<file path="config.mk">
export PLATFORM = sky130hd
export DESIGN_NAME = swph_front
export DESIGN_NICKNAME = d
export VERILOG_FILES = /design/src/rtl/sentence_window_poly_hash_macros.svh /design/src/rtl/swph_pkg.sv /design/src/rtl/swph_front.sv
export SDC_FILE = /design/constraint.sdc
export NUM_CORES = 1
export LEC_CHECK = 0
export BUFFER_PORTS_ARGS = -buffer_cell sky130_fd_sc_hd__buf_2
export CORE_UTILIZATION = 53
export CTS_BUF_LIST = sky130_fd_sc_hd__clkbuf_4
export DETAILED_ROUTE_END_ITERATION = 10
export PLACE_DENSITY_LB_ADDON = 0.25
export RECOVER_POWER = 25
export SYNTH_ARGS = -nofsm -noshare
export SYNTH_HDL_FRONTEND = slang
export SYNTH_SLANG_ARGS = --single-unit
</file>
<file path="constraint.sdc">
create_clock -name clk -period 7.7 [get_ports clk]
set_clock_uncertainty 0.15 [all_clocks]
set_input_delay 1.155 -clock clk [delete_from_list [all_inputs] [get_ports clk]]
set_output_delay 1.155 -clock clk [all_outputs]
set_load 0.02 [all_outputs]
</file>
<file path="src/rtl/sentence_window_poly_hash_macros.svh">
// assertion macros used by swph_back in the sentence window hash rtl
// needs clk and arst_n in the scope where a macro is used
`ifndef SENTENCE_WINDOW_POLY_HASH_MACROS_SVH
`define SENTENCE_WINDOW_POLY_HASH_MACROS_SVH

// same-cycle implication, disabled during reset
`define SWPH_ASSERT_SAME(lbl, ante, cons, msg) \
	lbl: assert property (@(posedge clk) disable iff (!arst_n) (ante) |-> (cons)) else $error(msg);

// next-cycle implication, disabled during reset
`define SWPH_ASSERT_NEXT(lbl, ante, cons, msg) \
	lbl: assert property (@(posedge clk) disable iff (!arst_n) (ante) |=> (cons)) else $error(msg);

`endif

</file>
<file path="src/rtl/swph_pkg.sv">
// shared types and constants for the sentence window hash block
// no dependencies
package swph_pkg;

	localparam logic [31:0] HASH_BASE       = 32'd101;
	localparam logic [15:0] LEN_MAX         = 16'hFFFF;
	localparam logic [31:0] COUNT_MAX       = 32'hFFFF_FFFF;
	localparam int          MAX_WINDOW_DEF  = 16;
	localparam int          QUEUE_DEPTH     = 4;
	localparam logic [7:0]  DELIMITER_RESET = 8'd46;
	localparam logic [3:0]  WWIDTH_RESET    = 4'd0;

	// configuration register indexes
	localparam logic [0:0] REG_DELIMITER    = 1'b0;
	localparam logic [0:0] REG_WINDOW_WIDTH = 1'b1;

	// one closed sentence handed from front to back
	typedef struct packed {
		logic [31:0] hash;
		logic [31:0] power;
		logic [15:0] length;
		logic [31:0] index;
		logic        eot;
	} swph_rec_t;

endpackage

</file>
<file path="src/rtl/swph_front.sv">
// front part: takes text bytes, keeps the running sentence hash and closes sentences
// depends on swph_pkg
module swph_front
	import swph_pkg::*;
(
	input  logic       clk,
	input  logic       arst_n,
	input  logic [7:0] delimiter,
	input  logic       s_tvalid,
	output logic       s_tready,
	input  logic [7:0] s_tdata,   // text_byte
	input  logic       s_tlast,   // end_of_text
	output logic       q_push,
	input  logic       q_ready,
	output swph_rec_t  q_data
);

	logic [31:0] cur_hash_q;
	logic [31:0] cur_pow_q;
	logic [15:0] cur_len_q;
	logic [31:0] count_q;

	logic        accept;
	logic        is_delim;
	logic [31:0] nxt_hash;
	logic [31:0] nxt_pow;
	logic [15:0] nxt_len;

	assign s_tready = q_ready;
	assign accept   = s_tvalid && s_tready;
	assign is_delim = (s_tdata == delimiter);

	assign nxt_hash = cur_hash_q * HASH_BASE + {24'd0, s_tdata};
	assign nxt_pow  = cur_pow_q * HASH_BASE;
	assign nxt_len  = (cur_len_q == LEN_MAX) ? cur_len_q : cur_len_q + 16'd1;

	assign q_push = accept && (is_delim || s_tlast);

	always_comb begin
		q_data.index = count_q;
		q_data.eot   = s_tlast;
		if (is_delim) begin
			q_data.hash   = cur_hash_q;
			q_data.power  = cur_pow_q;
			q_data.length = cur_len_q;
		end else begin
			// last byte of the text joins the sentence it closes
			q_data.hash   = nxt_hash;
			q_data.power  = nxt_pow;
			q_data.length = nxt_len;
		end
	end

	always_ff @(posedge clk or negedge arst_n) begin
		if (!arst_n) begin
			cur_hash_q <= '0;
			cur_pow_q  <= 32'd1;
			cur_len_q  <= '0;
			count_q    <= '0;
		end else if (accept) begin
			if (is_delim || s_tlast) begin
				cur_hash_q <= '0;
				cur_pow_q  <= 32'd1;
				cur_len_q  <= '0;
				if (s_tlast) begin
					count_q <= '0;
				end else if (count_q != COUNT_MAX) begin
					count_q <= count_q + 32'd1;
				end
			end else begin
				cur_hash_q <= nxt_hash;
				cur_pow_q  <= nxt_pow;
				cur_len_q  <= nxt_len;
			end
		end
	end

endmodule

</file>
# Yosys cells after proc, flatten, opt, wreduce, memory -nomap -nowiden

Index checks and enable logic that the tools add are counted.

Bits in registers: 112
Input bits: 21
Word-level logic and storage cells: 24

$add $sub $neg: 3
$mul: 2
Equal/unequal tests: 3
Multiplexer cells: 7
Reductions and logical operators: 5

Operators by type and width:

| operator                                           | number |
|---|---|
| two-way mux 32 bit                                 | 4 |
| two-way mux 80 bit                                 | 1 |
| multiplier 32 x 7 -> 32 bit, second input constant | 2 |
| adder 32 x 1 -> 32 bit, second input constant      | 1 |
| adder 32 x 8 -> 32 bit                             | 1 |
| two-way mux 16 bit                                 | 2 |
| != test 32 bit, second input constant              | 1 |
| adder 16 x 1 -> 16 bit, second input constant      | 1 |
| equality test 16 bit, second input constant        | 1 |
| equality test 8 bit                                | 1 |
| AND reduction 3 bit                                | 1 |
| logical AND 1 bit                                  | 2 |
| nonzero test 2 bit                                 | 1 |
| logical OR 1 bit                                   | 1 |

# Depth between registers and ports, before layout

Word-level depth: 3
Depth in mapped cells: 17

# Worst setup path before layout

Ideal clock, no wire load.

Kind: input -> output
Start point: in s_tdata[7]
End point: out q_data[111] (netlist name)
Arrival: 4757 ps
Data required time: 6395 ps
Slack: 1638 ps
Stages: 13
Cells stage by stage: ha_1 > fa_1 > inv_1 > fa_1 > inv_1 > ha_1 > o2111a_1 > and3_1 > o31a_1 > o311ai_2 > a21oi_1 > or2_1 > a311oi_1

RTL lines:

| item               | RTL line         | text |
|---|---|---|
| start: declaration | swph_front.sv:11 | `input logic [7:0] s_tdata,` |
| end: declaration   | swph_front.sv:15 | `output swph_rec_t q_data` |

==> results.json <==
{
  "syn_nets": 1854,
  "grt_pass1_vias": 11400,
  "register_area_um2": 2780,
  "fin_cells": 1981,
  "fin_ws_ns": 0.962,
  "firstDrtPassIters": 7,
  "place_ws_ns": 1.31,
  "grt_start_max_net_pins": 66,
  "fp.dieArea_um2": 26200,
  "synth_compound_area_share_pct": 17.3,
  "antenna_found_initial": 1,
  "cap_violations": 2,
  "cts_setup_buffers": 0,
  "die-width_um": 162,
  "muxShareOfSynthArea_pct": 2.20,
  "hold_buffers": 0,
  "io_buffers": 134,
  "dp_hpwl_um": 26800,
  "cts.htree.levels": 3,
  "cts_max_path_buffers": 2,
  "grt_overflow": 0,
  "via_per_inst": 5.88,
  "synth_top_family_by_area": "adder cells",
  "ys_seq_area_share_pct": 20.5,
  "hold_slack_ns": 0.374,
  "coreArea_um2": 25100,
  "hold_class": "reg2reg",
  "crit_required_ns": 6.39,
  "root_buffer": "clkbuf_4",
  "place.gp.congestion": 0.908,
  "drive_gt1_share_pct": 12.5,
  "fin_crit_sh_pct": 87.5,
  "slew_headroom_pct": -135,
  "startpoint_type": "flop",
  "final_cell_mix": "inv_1 (201), ha_1 (178), nand2_1 (151)",
  "ys_ff_latch": 111,
  "rsz0062_at_grt": "no",
  "wl_per_cell_um": 17.7,
  "avgSynthCellArea_um2": 8.73,
  "ys.warnings.count": 0,
  "synth-simple-area-share_pct": 15.3,
  "initial_core_util_pct": 54.0,
  "insertion_delay_ns": 0.54,
  "die_h_um": 162,
  "setup_tns_ns": 0,
  "grt_pass1_wl_um": 57800,
  "synth_area_um2": 13600,
  "synthArstFlopShare_pct": 100,
  "ant_nets": 0,
  "tightest_slew_ns": 3.52,
  "status": "finished with violations",
  "drt-initial-drc-count": 744,
  "path_class": "reg2out",
  "synth_xor_area_share_pct": 5.69,
  "ys.flop_type": "dfrtp_1",
  "syn_inst": 1553,
  "crit_path_max_fanout": 6,
  "final_common_cell": "inv_1",
  "rows": 58,
  "clock-sinks": 111,
  "final_max_slew_viol_count": 114,
  "multi_input_comb_area_um2": 9780,
  "wirelength_um": 35000,
  "yosysUniqueCellTypes": 74,
  "cts.clk_slew.worst_paths_ns": 0.23,
  "final_nets": 1946,
  "violations": "capacitance limit, slew limit",
  "post_cts_resized": 0,
  "synthToLayoutAreaGrowth_pct": 7.88,
  "worstPathArrival_ns": 5.43,
  "vias": 11600,
  "num-fill-cells": 2376,
  "synth_edf_count": 0,
  "finalHoldViolations": 0,
  "placedCellCount": 1964,
  "ioPinCount": 136,
  "setup_viol": 0,
  "grt.total_usage_pct": 27.6,
  "post-route-min-period_ns": 6.74,
  "cts_tree": "built",
  "drc": 0,
  "fmax_mhz": 148,
  "cts_made_buffers": 9,
  "synth-adder-area-share_pct": 31.5,
  "endpoint_kind": "output pin"
}
-- metrics by stage --
step,util [%],area (µm²)
after global placement,57.6,14500
final,58.2,14600
after floorplan,-,13600
after detailed placement,57.6,14500
after CTS,58.2,14600
after global routing,58.2,14600
-- kinds of logic after synthesis --
kind of cell / count (synthesis)
flops: 111
buf+inv: 262
fa+ha+maj: 280
xor+xnor: 88
simple gates: 430
mux: 27
other cells: 1
compound gates: 354
-- layout make-up --
cell class | count | area share (%)
Antenna cell | 1 | 0.0171
Clock buffer | 9 | 0.462
Clock inverter | 7 | 0.642
Inverter | 201 | 5.16
Multi-Input combinational cell | 1180 | 66.9
Sequential cell | 111 | 19.0
Tap cell | 330 | 2.82
Timing Repair Buffer | 142 | 4.96
-- routing by layer --
metal  up-vias  routed length, µm  GRT usage, %  part of all wire (%)
met5         -                  0             0                     0
li1       5573                  -             -                     -
met2       276              17100          47.4                    49
met4         0                722          7.72                   2.1
met3        47               1450          3.27                   4.1
met1      5751              15800          36.6                    45
-- sequential cells by signal, indices dropped and copies added, names as in the netlist --
| register | flops |
|---|---|
| count_q | 32 |
| cur_pow_q | 31 |
| cur_len_q | 16 |
| cur_hash_q | 32 |
-- critical path, stage by stage (launching register included) --
cell	delay [ns]
dfrtp_1	0.51
ha_1	0.32
inv_1	0.05
fa_1	0.51
inv_1	0.06
fa_1	0.47
inv_1	0.05
fa_1	0.47
inv_1	0.04
ha_1	0.32
o2111a_1	0.28
and3_1	0.18
o31a_1	0.16
o311ai_2	0.50
a21oi_1	0.20
or2_1	0.29
a311oi_1	0.29
buf_2	0.21
-- final timing paths --
kind	start	endpoint	slack (ns)	cells after the start
hold reg to reg	cur_pow_q[30]$_DFFE_PN0P_	cur_pow_q[30]$_DFFE_PN0P_	0.37	1
min in group asynchronous	arst_n	count_q[16]$_DFFE_PN0P_	1.62	1
setup / recovery	cur_hash_q[2]$_DFFE_PN0P_	q_data[111]	0.96	17
hold / removal	cur_pow_q[30]$_DFFE_PN0P_	cur_pow_q[30]$_DFFE_PN0P_	0.37	1
max in group asynchronous	arst_n	cur_hash_q[14]$_DFFE_PN0P_	1.66	2
setup reg to reg	cur_hash_q[2]$_DFFE_PN0P_	cur_hash_q[26]$_DFFE_PN0P_	2.76	16
-- Yosys cell counts (8+ instances only) --
cell,instances,area share (%)
a21o_1,36,2.0
a21oi_1,86,3.2
a22o_1,31,2.0
a31o_2,8,0.52
a31oi_1,15,0.69
and2_1,10,0.46
and3_1,23,1.1
buf_1,13,0.36
clkbuf_1,38,1.1
dfrtp_1,110,20
fa_1,102,15
ha_1,178,16
inv_1,201,5.6
mux2_2,22,1.8
nand2_1,153,4.2
nand2b_1,11,0.51
nand3_1,47,1.7
nand4_1,23,1.1
nor2_1,83,2.3
nor3_1,29,1.1
nor4_1,10,0.46
o211ai_1,9,0.50
o21ai_0,87,3.2
o22ai_1,8,0.37
o31ai_1,8,0.44
or3_1,8,0.37
xnor2_1,65,4.2
xor2_1,23,1.5
Power is left out: the tool's default activity adds up to more than one toggle a clock period on the data nets, which glitch-free logic cannot reach.
