File: src/rtl/sentence_window_poly_hash_macros.svh
// assertion macros used by swph_back in the sentence window hash rtl
// needs clk and arst_n in the scope where a macro is used
`ifndef SENTENCE_WINDOW_POLY_HASH_MACROS_SVH
`define SENTENCE_WINDOW_POLY_HASH_MACROS_SVH

// same-cycle implication, disabled during reset
`define SWPH_ASSERT_SAME(lbl, ante, cons, msg) \
	lbl: assert property (@(posedge clk) disable iff (!arst_n) (ante) |-> (cons)) else $error(msg);

// next-cycle implication, disabled during reset
`define SWPH_ASSERT_NEXT(lbl, ante, cons, msg) \
	lbl: assert property (@(posedge clk) disable iff (!arst_n) (ante) |=> (cons)) else $error(msg);

`endif

File: src/rtl/swph_pkg.sv
// shared types and constants for the sentence window hash block
// no dependencies
package swph_pkg;

	localparam logic [31:0] HASH_BASE       = 32'd101;
	localparam logic [15:0] LEN_MAX         = 16'hFFFF;
	localparam logic [31:0] COUNT_MAX       = 32'hFFFF_FFFF;
	localparam int          MAX_WINDOW_DEF  = 16;
	localparam int          QUEUE_DEPTH     = 4;
	localparam logic [7:0]  DELIMITER_RESET = 8'd46;
	localparam logic [3:0]  WWIDTH_RESET    = 4'd0;

	// configuration register indexes
	localparam logic [0:0] REG_DELIMITER    = 1'b0;
	localparam logic [0:0] REG_WINDOW_WIDTH = 1'b1;

	// one closed sentence handed from front to back
	typedef struct packed {
		logic [31:0] hash;
		logic [31:0] power;
		logic [15:0] length;
		logic [31:0] index;
		logic        eot;
	} swph_rec_t;

endpackage

File: src/rtl/swph_fifo.sv
// short queue of closed sentences between front and back
// depends on swph_pkg
module swph_fifo
	import swph_pkg::*;
(
	input  logic      clk,
	input  logic      arst_n,
	input  logic      push,
	output logic      push_ready,
	input  swph_rec_t push_data,
	output logic      pop_valid,
	input  logic      pop,
	output swph_rec_t pop_data
);

	localparam int AW = $clog2(QUEUE_DEPTH);

	swph_rec_t     slots_q [QUEUE_DEPTH];
	logic [AW-1:0] wr_ptr_q;
	logic [AW-1:0] rd_ptr_q;
	logic [AW:0]   cnt_q;
	logic          do_push;
	logic          do_pop;

	assign push_ready = (cnt_q != (AW+1)'(QUEUE_DEPTH));
	assign pop_valid  = (cnt_q != '0);
	assign pop_data   = slots_q[rd_ptr_q];
	assign do_push    = push && push_ready;
	assign do_pop     = pop && pop_valid;

	always_ff @(posedge clk) begin
		if (do_push) begin
			slots_q[wr_ptr_q] <= push_data;
		end
	end

	always_ff @(posedge clk or negedge arst_n) begin
		if (!arst_n) begin
			wr_ptr_q <= '0;
			rd_ptr_q <= '0;
			cnt_q    <= '0;
		end else begin
			if (do_push) begin
				wr_ptr_q <= wr_ptr_q + AW'(1);
			end
			if (do_pop) begin
				rd_ptr_q <= rd_ptr_q + AW'(1);
			end
			if (do_push && !do_pop) begin
				cnt_q <= cnt_q + (AW+1)'(1);
			end else if (do_pop && !do_push) begin
				cnt_q <= cnt_q - (AW+1)'(1);
			end
		end
	end

endmodule

File: config.mk
export PLATFORM = sky130hd
export DESIGN_NAME = swph_fifo
export DESIGN_NICKNAME = d
export VERILOG_FILES = /design/src/rtl/sentence_window_poly_hash_macros.svh /design/src/rtl/swph_pkg.sv /design/src/rtl/swph_fifo.sv
export SDC_FILE = /design/constraint.sdc
export NUM_CORES = 1
export LEC_CHECK = 0
export BUFFER_PORTS_ARGS = -buffer_cell sky130_fd_sc_hd__buf_2
export CAP_MARGIN = 20
export CELL_PAD_IN_SITES_DETAIL_PLACEMENT = 0
export CELL_PAD_IN_SITES_GLOBAL_PLACEMENT = 1
export CORE_MARGIN = 10
export CORE_UTILIZATION = 30
export DETAILED_ROUTE_END_ITERATION = 6
export GPL_TIMING_DRIVEN = 0
export PLACE_DENSITY_LB_ADDON = 0.1
export SLEW_MARGIN = 20
export SYNTH_ARGS = -nofsm -noshare
export SYNTH_HDL_FRONTEND = slang
export SYNTH_SLANG_ARGS = --single-unit
export TNS_END_PERCENT = 50
File: constraint.sdc
create_clock -name clk -period 9.3 [get_ports clk]
set_input_delay 1.86 -clock clk [delete_from_list [all_inputs] [get_ports clk]]
set_output_delay 1.86 -clock clk [all_outputs]
set_load 0.005 [all_outputs]
### Word level (Yosys, flattened, before mapping)

Memories as Yosys holds them, arrays and structs flattened.
Cells that the tools add are included.

| cells by class | value |
|---|---|
| $lt $le $gt $ge | 0 |
| shifts and indexed selects | 0 |
| add/sub/neg operators | 4 |
| equality and inequality tests | 1 |
| reductions and logical operators | 8 |
| bitwise operators | 0 |
| $mul | 0 |
| divide/modulo/power cells | 0 |
| multiplexer cells | 4 |

Operators by type and width:

| operator | count |
|---|---|
| 2-to-1 mux 3 bit | 2 |
| adder 2 x 1 -> 2 bit, second input constant | 2 |
| logical AND 1 bit | 4 |
| adder 3 x 1 -> 3 bit, second input constant | 1 |
| != test 3 bit, second input constant | 1 |
| nonzero test 3 bit | 1 |
| subtractor 3 x 1 -> 3 bit, second input constant | 1 |
| zero test 1 bit | 2 |
| 2-to-1 mux 1 bit | 2 |
| nonzero test 2 bit | 1 |

| word-level totals | value |
|---|---|
| RAM bits | 452 |
| output and inout port bits | 115 |
| input bits | 117 |
| ROM bits | 0 |
| bits in latches | 0 |
| register bits after elaboration | 7 |
| logic and storage cells | 21 |
| memories | 1 |

Memory list:

| name | depth | bits a word | read ports | clocked after memory_dff | write ports | line | text |
|---|---|---|---|---|---|---|---|
| slots_q | 4 | 113 | 1 | 0 | 1 | swph_fifo.sv:18 | `swph_rec_t slots_q [QUEUE_DEPTH];` |

### Logic depth before layout (Yosys ltp)

| depth | value |
|---|---|
| word-level depth | 6 |
| mapped depth | 8 |

### Worst setup path after synthesis

Ideal clock, no wire load.

| timing | value |
|---|---|
| path type | input port to flip-flop |
| start | input port push |
| end | memory slots_q[0][0] in the netlist's numbering, enable pin |
| stages | 2 |
| path slack | 4,044 ps |
| buffers on the path | 0 |
| arrival | 4,770 ps |
| library setup time | 485 ps |
| cells stage by stage | a21boi_2 and2_1 |

| on the way | value |
|---|---|
| word-level cells in the longest chain between the ends | 3 |

Ends and longest elaborated chain:

| what | line | text |
|---|---|---|
| from (decl) | swph_fifo.sv:8 | `input logic push,` |
| logical AND 1 bit | swph_fifo.sv:28 | `assign do_push = push && push_ready;` |
| 2-to-1 mux 1 bit | swph_fifo.sv:32 | `if (do_push) begin` |
| 2-to-1 mux 1 bit (implied by the code) | swph_fifo.sv:33 | `slots_q[wr_ptr_q] <= push_data;` |
| to (decl) | swph_fifo.sv:18 |  |

No other way between the ends.

==> results.md <==
- Setup bufs post-CTS: 0
- Post-Syn Nets: 749
- Buf+Inv Stages, Crit Path: 4
- Row count: 86
- CTS Sinks: 459
- Clk slew on worst S/H paths: 0.06 ns
- Die X: 256 um
- # H-tree levels: 2
- CP endpoint kind: primary output
- Core Area: 55100 um^2
- Worst hold stages: 1
- Post-Layout Inst Area: 20800 um^2
- Vias: 7491
- Initial antenna violation count: 9
- Wire length of the first global-routing pass: 56600 um
- Lkg Pwr: 0.00704 uW
- HP Start: cnt_q[2]
- Flop pwr share: 0.412
- Resized cells post-CTS: 0
- Hold path endpoint: cnt_q[2]
- Most frequent cells in the layout: 452 x edfxtp_1, 245 x buf_2, 113 x mux4_2, 52 x clkbuf_16, 15 x clkbuf_1
- Drt drc: 0
- FF-to-FF path depth: 5
- Combinational share of power: 0.280
- Drt initial violations: 411
- Clk buf depth: 3
- R2r endpoint: slots_q[0][70]
- Crit path launch: rd_ptr_q[1]
- # port buffers: 231
- Largest cells by area after synthesis: edfxtp_1 81%, mux4_2 15%, dfrtp_1 1.0%
- Status: finished clean
- CTS tree: yes
- Via count of the first global-routing pass: 8263
- Post-route ant nets: 0
- Layout Nets: 1044
- Max frequency: 235 MHz
- Total Wirelength: 38100 um
- Die Span Y: 256 um
- Power share of the clock group: 0.309
- GR Util met1: 0.148
- Tcrit/Tclk final: 0.457
- Crit path launch type: flip-flop
- Sw Ratio: 0.278
- Switching power: 1900 uW
- Gr usage total: 0.116
- Commonest non-fill, non-tap cell in the layout: edfxtp_1
- Synth top area share: 0.813
- Max VDD drop: 0.142 mV
- Worst-margin pin slew: 0.912 ns
- Largest net degree at the start of global routing: 42
- Fin. Hold Viols: 0
- Worst relative slew slack: 0.392
- Reg2reg setup slack: 7.03 ns
- Power Density: 327 nW/um^2
- Arrival time at the worst endpoint: 2.39 ns
- Final Skew: 0.0162 ns
- Top cell by count, worst path: buf_2
- Syn-to-layout area delta: 24.8%
- Worst R2R Start: cnt_q[0]
- Seq/Total Area, Yosys: 0.823
- HPWL after DPL: 24200 um
- Synth warn: 0
- Overall power: 6820 uW
- # setup viols final: 0
- Critical path cell sequence: buf_2, buf_2, buf_2, mux4_2, buf_2
- Worst path slowest cell: mux4_2
- DP Area: 19100 um^2
- I/O pins: 232
- GR peak layer: met2
- Drt first pass iters: 6
- Synth Register Bits: 459
- Slew Limit Fails: 0
- Worst path required time: 7.44 ns
- Hold WC Path Type: reg2reg
- Delay-heaviest family, CP: buffers and inverters
- Final Critical Period: 4.25 ns
- Initial Utilization: 0.303
- Setup Crit Path Kind: reg2out
- TritonCTS Buffers: 51
- Post-Synthesis Cell Area: 16700 um^2
- Grt total ovfl: 0
- Cts hold-fix bufs: 0
- Global Route met2 Usage: 0.182
- Internal power: 4920 uW
- Unrepaired setup endpoints after global routing: no
- CP Max Fanout: 10
- Total Negative Setup Slacks: 0 ns
- Routability Congestion: 0.645
- Max-Cap Viols: 0
- Routing usage on met3: 0.0442
- Mean routed wirelength per cell: 22.3 um
- Die Footprint: 65500 um^2
- Distinct cell type count of the synthesized netlist: 19
- Mapped Cells: 626
- Layout cells sized above 1: 0.476
- Clk root buf: clkbuf_16
- Mean Syn Cell Area: 26.7 um^2
- CP Depth: 5
- Latest clock arrival within the worst-skew pair: 0.58 ns
- Max stage delay on crit path: 0.40 ns
- Yosys top cell by area: edfxtp_1
- Drt via density: 4.38
area by class of cell:
type / instances / area, um^2
repair buffers: 242 / 1430
plain buffers: 26 / 171
clock inverters: 31 / 414
clock buffers: 63 / 1340
inverters: 3 / 11.3
fillers: 5129 / 34300
diodes: 1 / 2.50
multi-input cells: 138 / 2780
well taps: 748 / 936
flip-flops and latches: 459 / 13700
layer usage:
layer / vias up / wire length [um] / part of all wire
met3: 71 / 2760 / 0.072
met1: 3889 / 16400 / 0.43
met4: 16 / 733 / 0.019
met5: - / 93 / 0.0024
li1: 3305 / - / -
met2: 210 / 18100 / 0.47
cells by family after synthesis:
| logic type | share of synthesized area |
|---|---|
| AO/OA/AOI/OAI | 0.000674 |
| XOR/XNOR | 0.00315 |
| adder cells (fa/ha/maj) | 0.00495 |
| buffers and inverters | 0.0109 |
| flip-flops | 0.823 |
| multiplexers | 0.154 |
| AND/OR/NAND/NOR | 0.00307 |
registers in the layout, indices dropped and copies added, names as in the netlist:
name      cells
slots_q     452
wr_ptr_q      2
rd_ptr_q      2
cnt_q         3
through the flow:
step,instances,setup slack (ns),hold slack (ns),utilization
2_1_floorplan,626,4.04,0.493,-
3_3_place_gp,1605,1.02,0.508,0.341
3_5_place_dp,1616,5.54,0.519,0.346
4_1_cts,1710,4.93,0.527,0.378
5_1_grt,1710,4.89,0.570,0.378
6_report,1711,5.05,0.522,0.378
Yosys cell counts (all sizes together):
master  count
a21boi      1
and2        4
buf        22
clkbuf      4
dfrtp       7
edfxtp    452
fa          1
ha          5
inv         3
mux2        2
mux4      113
nand2       2
nand3       1
nor2        2
or3         1
xnor2       4
xor2        2
power by group through the flow:
stage | Combinational [uW] | Clock, uW | Sequential [uW]
floorplan | 1080 | 0 | 2880
global placement | 1940 | 0 | 2960
detailed placement | 2020 | 0 | 2850
CTS | 2020 | 2170 | 2810
global route | 2110 | 2260 | 2840
finish | 1910 | 2100 | 2810
worst max-delay path by stage:
stage                endpoint  slack (ns)
2_1_floorplan   slots_q[0][0]        4.04
3_3_place_gp   slots_q[2][61]        1.02
3_5_place_dp   slots_q[0][79]        5.54
4_1_cts          pop_data[50]        4.93
5_1_grt          pop_data[76]        4.89
6_report         pop_data[39]        5.05
Note: power is estimated with default switching activity, not from simulation.
