$ cat config.mk
export PLATFORM = sky130hd
export DESIGN_NAME = swph_back
export DESIGN_NICKNAME = d
export VERILOG_FILES = /design/src/rtl/swph_pkg.sv /design/src/rtl/swph_back.sv
export VERILOG_INCLUDE_DIRS = /design/src /design/src/rtl
export SDC_FILE = /design/constraint.sdc
export NUM_CORES = 2
export LEC_CHECK = 0
export BUFFER_PORTS_ARGS = -buffer_cell sky130_fd_sc_hd__buf_2
export CAP_MARGIN = 10
export CORE_AREA = 3 3 505 407
export CTS_CLUSTER_DIAMETER = 120
export CTS_CLUSTER_SIZE = 30
export DETAILED_ROUTE_END_ITERATION = 12
export DIE_AREA = 0 0 508 410
export GPL_ROUTABILITY_DRIVEN = 1
export GPL_TIMING_DRIVEN = 0
export PLACE_DENSITY_LB_ADDON = 0.3
export SYNTH_ARGS = -nofsm -noshare
export SYNTH_HDL_FRONTEND = slang
export SYNTH_SLANG_ARGS = --single-unit
$ cat constraint.sdc
create_clock -name clk -period 9.2 [get_ports clk]
set_clock_uncertainty 0.05 [all_clocks]
set_input_delay 0.92 -clock clk [delete_from_list [all_inputs] [get_ports clk]]
set_output_delay 0.92 -clock clk [all_outputs]
set_load 0.005 [all_outputs]
$ cat src/rtl/sentence_window_poly_hash_macros.svh
// assertion macros used by swph_back in the sentence window hash rtl
// needs clk and arst_n in the scope where a macro is used
`ifndef SENTENCE_WINDOW_POLY_HASH_MACROS_SVH
`define SENTENCE_WINDOW_POLY_HASH_MACROS_SVH

// same-cycle implication, disabled during reset
`define SWPH_ASSERT_SAME(lbl, ante, cons, msg) \
	lbl: assert property (@(posedge clk) disable iff (!arst_n) (ante) |-> (cons)) else $error(msg);

// next-cycle implication, disabled during reset
`define SWPH_ASSERT_NEXT(lbl, ante, cons, msg) \
	lbl: assert property (@(posedge clk) disable iff (!arst_n) (ante) |=> (cons)) else $error(msg);

`endif

$ cat src/rtl/swph_pkg.sv
// shared types and constants for the sentence window hash block
// no dependencies
package swph_pkg;

	localparam logic [31:0] HASH_BASE       = 32'd101;
	localparam logic [15:0] LEN_MAX         = 16'hFFFF;
	localparam logic [31:0] COUNT_MAX       = 32'hFFFF_FFFF;
	localparam int          MAX_WINDOW_DEF  = 16;
	localparam int          QUEUE_DEPTH     = 4;
	localparam logic [7:0]  DELIMITER_RESET = 8'd46;
	localparam logic [3:0]  WWIDTH_RESET    = 4'd0;

	// configuration register indexes
	localparam logic [0:0] REG_DELIMITER    = 1'b0;
	localparam logic [0:0] REG_WINDOW_WIDTH = 1'b1;

	// one closed sentence handed from front to back
	typedef struct packed {
		logic [31:0] hash;
		logic [31:0] power;
		logic [15:0] length;
		logic [31:0] index;
		logic        eot;
	} swph_rec_t;

endpackage

$ cat src/rtl/swph_back.sv
// back part: stores each sentence in the ring and folds the window hash
// depends on swph_pkg and sentence_window_poly_hash_macros.svh
`include "sentence_window_poly_hash_macros.svh"

module swph_back
	import swph_pkg::*;
#(
	parameter int MAX_WINDOW = MAX_WINDOW_DEF
) (
	input  logic        clk,
	input  logic        arst_n,
	input  logic [3:0]  win_span,
	input  logic        q_valid,
	output logic        q_ready,
	input  swph_rec_t   q_data,
	output logic        m_tvalid,
	input  logic        m_tready,
	output logic [79:0] m_tdata,   // sentence_index, sentence_length, window_hash
	output logic        m_tuser    // window_full
);

	localparam int KW   = (MAX_WINDOW > 1) ? $clog2(MAX_WINDOW) : 1;
	localparam int WMAX = MAX_WINDOW - 1;

	typedef enum logic [2:0] {
		ST_IDLE = 3'b001,
		ST_FOLD = 3'b010,
		ST_LAST = 3'b100
	} state_t;

	state_t        state_q;
	swph_rec_t     rec_q;
	logic          full_q;
	logic [KW-1:0] ptr_q;
	logic [KW-1:0] k_q;
	logic [31:0]   acc_q;
	logic [31:0]   accpow_q;

	logic [31:0]   ring_hash_q  [MAX_WINDOW];
	logic [31:0]   ring_power_q [MAX_WINDOW];
	logic [31:0]   rd_hash_q;
	logic [31:0]   rd_power_q;

	logic          out_vld_q;
	logic [31:0]   out_idx_q;
	logic [15:0]   out_len_q;
	logic [31:0]   out_hash_q;
	logic          out_full_q;

	logic [KW-1:0] w_eff;
	logic          pop;
	logic          rec_full;
	logic          rd_en;
	logic [KW-1:0] rd_k;
	logic [KW:0]   slot_sum;
	logic [KW-1:0] rd_addr;
	logic [31:0]   result;
	logic          load_out;
	logic [KW-1:0] ptr_next;

	assign w_eff    = (int'(win_span) > WMAX) ? KW'(WMAX) : KW'(win_span);
	assign q_ready  = (state_q == ST_IDLE);
	assign pop      = q_valid && q_ready;
	assign rec_full = (q_data.index >= 32'(w_eff));

	// read the oldest window member first, then step towards the newest
	assign rd_k  = (state_q == ST_IDLE) ? w_eff : k_q;
	assign rd_en = (pop && rec_full && (w_eff != '0)) || ((state_q == ST_FOLD) && (k_q != '0));

	// slot = ptr - k modulo the ring depth
	assign slot_sum = {1'b0, ptr_q} + (KW+1)'(MAX_WINDOW) - {1'b0, rd_k};
	assign rd_addr  = (slot_sum >= (KW+1)'(MAX_WINDOW)) ?
	                  KW'(slot_sum - (KW+1)'(MAX_WINDOW)) : KW'(slot_sum);

	assign result   = rec_q.hash * accpow_q + acc_q;
	assign load_out = (state_q == ST_LAST) && (!out_vld_q || m_tready);
	assign ptr_next = (ptr_q == KW'(WMAX)) ? '0 : ptr_q + KW'(1);

	always_ff @(posedge clk) begin
		if (pop) begin
			ring_hash_q[ptr_q]  <= q_data.hash;
			ring_power_q[ptr_q] <= q_data.power;
		end
		if (rd_en) begin
			rd_hash_q  <= ring_hash_q[rd_addr];
			rd_power_q <= ring_power_q[rd_addr];
		end
	end

	always_ff @(posedge clk) begin
		if (pop) begin
			rec_q <= q_data;
		end
		if (load_out) begin
			out_idx_q  <= rec_q.index;
			out_len_q  <= rec_q.length;
			out_hash_q <= full_q ? result : '0;
			out_full_q <= full_q;
		end
	end

	always_ff @(posedge clk or negedge arst_n) begin
		if (!arst_n) begin
			state_q   <= ST_IDLE;
			full_q    <= 1'b0;
			ptr_q     <= '0;
			k_q       <= '0;
			acc_q     <= '0;
			accpow_q  <= 32'd1;
			out_vld_q <= 1'b0;
		end else begin
			if (load_out) begin
				out_vld_q <= 1'b1;
			end else if (m_tready) begin
				out_vld_q <= 1'b0;
			end
			unique case (state_q)
				ST_IDLE: begin
					if (pop) begin
						full_q   <= rec_full;
						acc_q    <= '0;
						accpow_q <= 32'd1;
						if (rec_full && (w_eff != '0)) begin
							k_q     <= w_eff - KW'(1);
							state_q <= ST_FOLD;
						end else begin
							state_q <= ST_LAST;
						end
					end
				end
				ST_FOLD: begin
					// one ring entry folded per cycle
					acc_q    <= rd_hash_q * accpow_q + acc_q;
					accpow_q <= accpow_q * rd_power_q;
					if (k_q != '0) begin
						k_q <= k_q - KW'(1);
					end else begin
						state_q <= ST_LAST;
					end
				end
				ST_LAST: begin
					if (load_out) begin
						ptr_q   <= rec_q.eot ? '0 : ptr_next;
						state_q <= ST_IDLE;
					end
				end
				default: begin
					state_q <= ST_IDLE;
				end
			endcase
		end
	end

	assign m_tvalid = out_vld_q;
	assign m_tdata  = {out_hash_q, out_len_q, out_idx_q};
	assign m_tuser  = out_full_q;

	`SWPH_ASSERT_SAME(a_fold_needs_window, state_q == ST_FOLD, full_q && (w_eff != '0), "fold without a full window")
	`SWPH_ASSERT_SAME(a_short_window_plain, (state_q == ST_LAST) && !full_q, (acc_q == '0) && (accpow_q == 32'd1), "accumulator moved for a short window")
	`SWPH_ASSERT_NEXT(a_ptr_rewinds, load_out && rec_q.eot, ptr_q == '0, "ring pointer kept after end of text")
	`SWPH_ASSERT_SAME(a_out_from_last, $rose(out_vld_q), $past(state_q == ST_LAST), "result shown without a finished fold")

endmodule

Word level (Yosys, flattened, before mapping):

Memory sizes are Yosys's and may differ from the RTL's. A register that Yosys moved wholly into a read port is not among the register bits.
Index checks and enable logic that the tools add are counted.

* muxes and demuxes: 21
* multiply operators: 3
* eq/ne operators: 9
* reduce and logical (&&, ||, !) cells: 18
* order comparisons: 2
* add/subtract/negate cells: 8

Operator list (number)
* $pmux 32 s2: 2
* $mul 32x32->32: 3
* $add 32x32->32: 2
* $mux 32: 2
* $ge 32x4->1: 1
* $mux 4: 7
* $mux 3: 4
* $sub 4x1->4 const B: 3
* $pmux 3 s3: 1
* $pmux 4 s2: 1
* $reduce_bool 4->1: 2
* $logic_and 1x1->1: 6
* $ne 2x1->1 const B: 3
* $reduce_and 2->1: 3
* $add 4x5->5 const B: 1
* $ge 5x5->1 const B: 1
* $sub 5x4->5: 1
* $add 4x1->4 const B: 1
* $eq 4x4->1 const B: 1
* $mux 1: 4
* $ne 2x2->1 const B: 2
* $reduce_and 4->1: 1
* $reduce_bool 2->1: 2
* $eq 3x1->1 const B: 1
* other kinds (5): 6

* output and inout bits: 83
* memories: 2
* word-level logic and storage cells: 78
* bits in writable memories: 1024
* flip-flop bits (word level): 239
* bits of input ports: 121

Memory list
* ring_hash_q: depth 16, width 32, read ports 1, clocked after Yosys merged registers in 1, write ports 1, RTL line swph_back.sv:39 `logic [31:0] ring_hash_q [MAX_WINDOW];`
* ring_power_q: depth 16, width 32, read ports 1, clocked after Yosys merged registers in 1, write ports 1, RTL line swph_back.sv:40 `logic [31:0] ring_power_q [MAX_WINDOW];`

Logic depth before layout (Yosys ltp):

* word-level depth: 5
* gate-level depth with buffers: 29
* depth with buffers taken out: 27

Worst setup path after synthesis:

OpenSTA, ideal clock, no wires.

* path kind: input-to-reg
* from: input q_data[1] (netlist name)
* to: register k_q[2]
* setup slack: 1421 ps
* arrival: 7634 ps
* required time: 9055 ps
* buffers on the path: 0
* cell stages on the path: 9
* setup time: 95 ps
* cells stage by stage: inv_1 > ha_1 > nand2b_1 > a21o_1 > a21o_1 > a211oi_1 > o31ai_1 > o21ai_0 > a21oi_1

* word-level cells in the longest chain between the ends: 4

Ends and longest elaborated chain
* start: declaration: RTL line swph_back.sv:15 `input swph_rec_t q_data,`
* $ge 32x4->1: RTL line swph_back.sv:64 `assign rec_full = (q_data.index >= 32'(w_eff));`
* $logic_and 1x1->1: RTL line swph_back.sv:123 `if (rec_full && (w_eff != '0)) begin`
* $ne 2x1->1 (no line)
* $reduce_and 4->1 (no line)
* end signal: assignment: RTL line swph_back.sv:124 `k_q <= w_eff - KW'(1);`
* end signal: assignment: RTL line swph_back.sv:136 `k_q <= k_q - KW'(1);`
* end: declaration: RTL line swph_back.sv:35 `logic [KW-1:0] k_q;`

Every way passes these cells.
A chain may end at the register's enable or synchronous reset.

Worst setup path in the final report:

* from: register accpow_q[14]
* to: register accpow_q[31]

* word-level cells in the longest chain between the ends: 2

Ends and longest elaborated chain
* start: declaration: RTL line swph_back.sv:37 `logic [31:0] accpow_q;`
* start signal: assignment: RTL line swph_back.sv:134 `accpow_q <= accpow_q * rd_power_q;`
* $mul 32x32->32: RTL line swph_back.sv:134
* $pmux 32 s2: RTL line swph_back.sv:117 `unique case (state_q)`

Every way passes these cells.

==> results by group <==
Outcome
  – Status: complete, no violations

Critical path
  – Critical Setup Path Class: reg2reg
  – Crit end category: flop
  – Cell repeated most along the worst path: fa_1
  – Critical Path Max Stage Delay: 1080 ps
  – Startpoint types: flop
  – Worst-path cell chain: clkbuf_1 > and2_1 > fa_1 > fa_1 > fa_1 > inv_1 > fa_1 > inv_1 > fa_1 > fa_1 > fa_1 > fa_1 > ha_1 > a21o_1 > a21o_1 > a21o_1 > a211oi_1 > a31oi_1 > o31a_1 > o41ai_2 > nand3_1 > a32o_1
  – Crit-path max FO: 10
  – CP required: 9810 ps
  – CP max stage cell: clkbuf_1
  – Worst Path Arrival: 9770 ps

Detailed routing
  – Wire per inst: 29.0 um
  – Post-detailed-routing wire length: 318 mm
  – # DRC: 0
  – 1st-iter DRT viols: 7,362
  – DR vias/cell: 5.73
  – Initial DRT Pass Iterations: 6
  – Via count: 63,000
  – Antenna viol nets, final: 0

Global route
  – Vias in the first global route: 63,900
  – Global-route wire length before repair: 459 mm
  – Antenna violations before repair: 49
  – Largest net degree at the start of global routing: 67
  – Final global-route overflow total: 0
  – Total GRT Usage: 0.309

Cells and area
  – Layout area overhead: 7.92%
  – Nets@finish: 10,000
  – Commonest non-fill, non-tap cells in the layout: inv_1 (1,388), fa_1 (1,285), edfxtp_1 (1,250), nand2_1 (1,064), and2_1 (876)
  – Fraction of layout cells with a size suffix above 1: 0.0889
  – Multi-input gate area: 0.0521 mm2
  – Register area: 0.0395 mm2
  – Non-Filler Instances: 11,000
  – Fillcell total: 17,200
  – Commonest non-fill, non-tap cell in the layout: inv_1

Synthesis
  – Cell variety after synth: 70
  – Post-synth EDFFs: 1,250
  – Post-synth top area share: 0.382
  – Async SR Flop Fraction: 0.0580
  – Flop and latch count out of synthesis: 1,327
  – Mapped cell area: 0.0982 mm2
  – Syn_nets: 9,684
  – Avg Inst Size Synth: 12.4 um2
  – Ys flop type: edfxtp_1
  – Synth Instances: 7,895
  – Synth top area cells: edfxtp_1 (38%), fa_1 (26%), mux4_2 (5.9%), and2_1 (5.6%), inv_1 (5.3%)
  – Yosys top cell by area: edfxtp_1
  – Sequential area share after synthesis: 0.402
  – Ys Warns: 0

STA
  – Final setup viols: 0
  – Max Slew Vio Count: 0
  – Min Tclk post-route: 9160 ps
  – Worst Tran Pin Value: 1430 ps
  – Unrepaired setup endpoints after global routing: true
  – Rel. slew slack: 0.0460
  – Period utilisation layout: 0.996
  – Fmax: 109 MHz
  – Final hold violation count: 0

Placement
  – DP Wirelength: 251 mm
  – Placed cell count: 10,900
  – GP Congestion: 1.02
  – Port bufs: 203

Clock network
  – Worst-path clk slew: 130 ps
  – Skew-Pair Late Insertion Delay: 760 ps
  – CTS buffer count: 53
  – CTS tree: yes
  – Max clock buf depth: 3
  – H-tree Lvls: 2
  – Buffer type at the clock tree root: clkbuf_16
  – Clk sinks: 1,327
  – Post-CTS Setup Repair Bufs: 0

Floorplan
  – Die width: 508 um
  – Die height: 410 um
  – Core Region: 0.200 mm2
  – Io pins: 204
  – Die area: 0.208 mm2
  – Num rows: 147
  – Initial Util: 0.490

Flow run
  – Max-cap violations: 0

Min path
  – Worst Hold Class: in2async
[logic make-up after synthesis]
| group | share of synthesized area |
|---|---|
| AO/OA/AOI/OAI | 0.0263 |
| XOR/XNOR | 0.0229 |
| adder cells (fa/ha/maj) | 0.311 |
| buffers and inverters | 0.0695 |
| flip-flops | 0.402 |
| multiplexers | 0.0594 |
| AND/OR/NAND/NOR | 0.109 |
[path summary, 6_finish.rpt]
check,slack [ps],startpoint,cells after the start,end
max reg2reg,40,accpow_q[14]$_DFFE_PN0P_,22,accpow_q[31]$_DFFE_PN0P_
min,110,arst_n,1,m_tvalid$_DFFE_PN0P_
max in group asynchronous,8290,arst_n,2,accpow_q[0]$_DFFE_PN1P_
min reg2reg,380,rec_q[29]$_DFFE_PP_,0,out_idx_q[28]$_DFFE_PP_
max,40,accpow_q[14]$_DFFE_PN0P_,22,accpow_q[31]$_DFFE_PN0P_
min in group clk,310,q_data[47],1,rec_q[47]$_DFFE_PP_
[sequential cells by signal (all words and copies together), names as in the netlist]
signal	flops
ring_hash_q	512
rd_hash_q	32
state_q	3
m_tuser	1
rd_power_q	32
accpow_q	32
out_len_q	16
ptr_q	4
out_hash_q	32
out_idx_q	32
k_q	4
ring_power_q	512
acc_q	32
rec_q	81
m_tvalid	1
full_q	1
[through the flow]
| step | hold WS (ps) | area (um2) | setup TNS (ps) | setup WS, ps | util |
|---|---|---|---|---|---|
| floorplan | 350 | 98200 | 0 | 1420 | - |
| global placement | 350 | 103000 | -726050 | -2480 | 0.512 |
| detailed placement | 355 | 104000 | -3320 | -792 | 0.520 |
| CTS | 71.2 | 106000 | 0 | 3.05 | 0.528 |
| global route | 105 | 106000 | -21.8 | -21.8 | 0.528 |
| finish | 112 | 106000 | 0 | 40.6 | 0.529 |
[critical path: cells and delay by family, from the launching register on]
| family | cells | cell delay, ps |
|---|---|---|
| adder cells (fa/ha/maj) | 9 | 4320 |
| AO/OA/AOI/OAI | 8 | 2010 |
| buffers and inverters | 3 | 1190 |
| AND/OR/NAND/NOR | 2 | 440 |
| flip-flops | 1 | 1030 |
[cells in the mapped netlist (65+ instances only)]
cell and number:
a21oi_1 65, clkbuf_1 388, inv_1 1389, xnor2_1 188, nand2_1 1064, ha_1 383
a31oi_1 72, and3_1 68, and2_1 876, dfrtp_1 75, mux4_2 256, xor2_1 69
edfxtp_1 1250, fa_1 1285
[per-layer routing]
metal / track usage / share of wire / vias to the layer above
met5: 0 / 0.00029 / -
met4: 0.119 / 0.047 / 16
met3: 0.0909 / 0.12 / 640
met2: 0.445 / 0.43 / 3668
met1: 0.443 / 0.40 / 32700
li1: - / - / 25900
[what timing repair did]
action	CTS	global route
endpoints found under the setup margin	13	10
pin swaps	0	0
hold buffers	0	0
gates resized for setup	24	47
[final cells by class]
class	instances	share of cell area
inverters	1390	0.0492
repair buffers	298	0.0241
flip-flops and latches	1327	0.372
plain buffers	405	0.0154
diodes	48	0.00113
well taps	2682	0.0317
clock inverters	11	0.00184
clock buffers	65	0.0129
multi-input cells	4757	0.491
Power is left out: the tool's default activity adds up to more than one toggle a clock period on the data nets, which glitch-free logic cannot reach.
